===== src/hw/rtl/mcbp_ram.sv =====
// generic single-write, single-read synchronous ram with registered read
// no dependencies
module mcbp_ram #(
    parameter int WIDTH = 8,
    parameter int DEPTH = 256
) (
    input  logic                                   i_clk,
    input  logic                                   i_we,
    input  logic [((DEPTH > 1) ? $clog2(DEPTH) : 1)-1:0] i_waddr,
    input  logic [WIDTH-1:0]                       i_wdata,
    input  logic [((DEPTH > 1) ? $clog2(DEPTH) : 1)-1:0] i_raddr,
    output logic [WIDTH-1:0]                       o_rdata
);

    logic [WIDTH-1:0] r_mem [DEPTH];
    logic [WIDTH-1:0] r_rdata;

    always_ff @(posedge i_clk) begin
        if (i_we) begin
            r_mem[i_waddr] <= i_wdata;
        end
        r_rdata <= r_mem[i_raddr];
    end

    assign o_rdata = r_rdata;

endmodule


===== config.mk =====
export PLATFORM = sky130hd
export DESIGN_NAME = mcbp_ram
export DESIGN_NICKNAME = d
export VERILOG_FILES = /design/src/hw/rtl/mcbp_ram.sv
export SDC_FILE = /design/constraint.sdc
export NUM_CORES = 2
export LEC_CHECK = 0
export CAP_MARGIN = 20
export CORE_UTILIZATION = 55
export CTS_CLUSTER_DIAMETER = 120
export DETAILED_ROUTE_END_ITERATION = 6
export DONT_BUFFER_PORTS = 1
export GPL_TIMING_DRIVEN = 0
export PLACE_DENSITY = 0.7
export RECOVER_POWER = 100
export SYNTH_ARGS = -nofsm -noshare
export SYNTH_HDL_FRONTEND = slang
export SYNTH_SLANG_ARGS = --single-unit

===== constraint.sdc =====
create_clock -name i_clk -period 2.7 [get_ports i_clk]
set_input_delay 0.27 -clock i_clk [delete_from_list [all_inputs] [get_ports i_clk]]
set_output_delay 0.27 -clock i_clk [all_outputs]
set_load 0.03 [all_outputs]

==> impl_results.md <==
- Die width: 382 um
- Top cells by area, synth: edfxtp_1 77%, mux4_2 13%, mux2i_1 1.7%, nor2_1 1.3%, a22oi_1 1.3%
- Routed Antenna Nets: 0
- Hold Crit Class: in2reg
- Least-Margin Pin Slew: 2.53 ns
- Sequential area share after synthesis: 77.5%
- WL per Instance: roughly 39 um
- Layout cells sized above 1: 26.1%
- Worst Path Required: 3.14 ns
- Die area: around 150000 um2
- Tcrit/Tclk final: 114%
- Most common cell in the netlist: edfxtp_1
- Final setup violating endpoints: 1140
- Fillers: 9568
- Crit-path slowest cell: nor2_1
- Vias/cell: approximately 6.9
- CTS buffer count: 196
- Routed wire length: 232 mm
- First-pass GRT wire length: roughly 320 mm
- Drt drc: 24
- CTS tree: yes
- Post-synth top area cell: edfxtp_1
- Sequential share of power: 53.9%
- Max-cap violations: 1
- Overall routing resource usage: between 30% and 40%
- Grt total ovfl: 0
- CP startpoint kind: primary input
- Status: complete, but fails checks
- CP Max Fanout: 11
- Clock Latency Late Sink: 0.82 ns
- Lkg Pwr: 27.4 nW
- Hold WS: -0.462 ns
- Number of flops mapped to enable cells by yosys: 2048
- PD cells: 733 nW/um2
- Minimum clock period: around 3.1 ns
- Sw Ratio: 21.4%
- Synth Warn #: 0
- Initial DRC count: 7578
- CTS H-tree lvls: 4
- Dpl hpwl: 149 mm
- CP cell instances: clkbuf_1 > nand4_1 > inv_1 > nand2_1 > clkbuf_2 > nor2_1
- Top FF cell, synth: edfxtp_1
- Num rows: ~140
- RSZ-0062 raised after global routing: yes
- Failing checks: design-rule violations, negative hold slack, max-capacitance violations, max-slew violations, negative setup slack
- CTS max path bufs: 3
- Psw: 14.0 mW
- DRT Pass-1 Iters: 7
- FF+latch count, synth: just over 2000
- Async set-reset flop share out of synthesis: 0%
- Top-area cell type share of the netlist area: 77.3%
- Critical path class: in2reg
- Gate power share: 5.1%
- Nets@finish: 3993
- Post-Syn Instances: 3733
- Peak VDD IR: 0.692 mV
- Netlist Area Pre-Place: 79600 um2
- Clock Power Share: between 40% and 50%
- Syn_nets: 3759
- Pre-CTS WS: -1.81 ns
- Syn Area/Cell: 21.3 um2
- Vias: around 42000
- Synth cell count leaders: 2048 x edfxtp_1, 454 x mux4_2, 282 x nor2_1
- Initial Utilization: 55.4%
- Max incr delay on CP: approximately 0.86 ns
- Largest net degree at the start of global routing: about 260
- CP top delay family: simple AND/OR/NAND/NOR gates
- Chip height: 382 um
- Root Driver: clkbuf_16
- Core footprint: 143000 um2
- Vias in the first global route: 40595
- Worst setup EP type: flop
- CP arrival: 3.52 ns
- Sink Count: 2056
- Slew HR: -68.3%
- GP Congestion: 1.06
- Fin worst setup slack: -0.381 ns
- Netlist cell types: 55
- Crit path buffers/inverters: 3
- Power consumption: 65.4 mW
- Initial antenna violation count: 10
- Internal power: 51.4 mW
- Synth-to-Final Area Change: 12.2%
- Clk_skew: 0.0239 ns
- PortBufs: 0
- Clock slew seen by the registers of the worst setup and hold paths: 0.06 ns
- Boundary Pins: 34
- FMAX: 325 MHz
- Final Hold Fails: between 1500 and 2000
- Max-slew violations: just under 100
[registers in the layout, summed over array words and instances, names as in the netlist]
signal   flops
r_mem     2048
o_rdata      8
[cells by family after synthesis]
logic type	after synthesis	share of synthesized area (%)
AOI/OAI and AO/OA	385	3.42
buffers and inverters	235	1.83
DFF	2056	77.5
muxes	591	14.6
and+or+nand+nor	466	2.63
[cells in the final DEF, fill, tap and decap left out, drive strengths merged, types with 33 or more instances in the layout]
master	instances
nor2	282
nand3	34
mux4	456
buf	139
mux2i	134
edfxtp	2048
a21oi	96
nand2	33
o221ai	47
a22oi	133
clkbuf	379
clkinv	84
[timing repair]
action,CTS,global route
resized for setup,142,112
endpoints found under the hold margin,2048,1951
buffers inserted,0,1
pin swaps,1,2
setup endpoints to repair,311,996
[cell type report]
cell class                      instances  area (um2)  area share [%]
Antenna cell                            6        15.0          0.0168
Buffer                                233        1580            1.77
Clock buffer                          253        5280            5.91
Clock inverter                        103         880           0.985
Inverter                                2        7.51         0.00841
Multi-Input combinational cell       1442       17100            19.1
Sequential cell                      2056       61700            69.1
Tap cell                             1903        2380            2.67
Timing Repair Buffer                   36         389           0.436
[metrics by stage]
stage / setup TNS (ns) / std cells / util, % / cell area (um2) / hold WS, ns
floorplan: 0 / 3733 / - / 79600 / 0.369
global placement: -1388.52 / 5636 / 57.1 / 81900 / 0.380
detailed placement: -1075.08 / 5667 / 57.4 / 82300 / 0.381
CTS: -0.624 / 6023 / 62.0 / 88900 / -0.496
global route: -51.73 / 6028 / 62.2 / 89200 / -0.472
finish: -158.67 / 6034 / 62.2 / 89300 / -0.462
[power groups by stage]
| stage | clock network, mW | registers [mW] | logic, mW |
|---|---|---|---|
| 2_1_floorplan | 0 | 35.9 | 1.71 |
| 5_1_grt | 27.9 | 35.3 | 3.34 |
| 3_5_place_dp | 0 | 35.9 | 3.04 |
| 4_1_cts | 26.8 | 35.3 | 3.13 |
| 6_report | 26.8 | 35.3 | 3.34 |
| 3_3_place_gp | 0 | 35.9 | 2.98 |
[metal layers]
layer	vias to the layer above	track usage [%]	part of all wire, %
met2	3450	46.1	44
met1	21657	43.1	35
met5	-	0.430	0.079
li1	16172	-	-
met4	12	17.3	5.9
met3	640	11.1	15
[final timing paths]
kind                                              start                      end  slack (ns)  cells past startpoint
worst max-delay path                         i_waddr[0]  r_mem[255][3]$_DFFE_PP_       -0.38                      6
worst min-delay path                         i_wdata[4]  r_mem[231][4]$_DFFE_PP_       -0.46                      0
worst max register to register   r_mem[83][5]$_DFFE_PP_       o_rdata[5]$_DFF_P_        0.05                      7
worst min register to register  r_mem[104][2]$_DFFE_PP_       o_rdata[2]$_DFF_P_        1.31                      6
(Power assumes the default switching activity.)
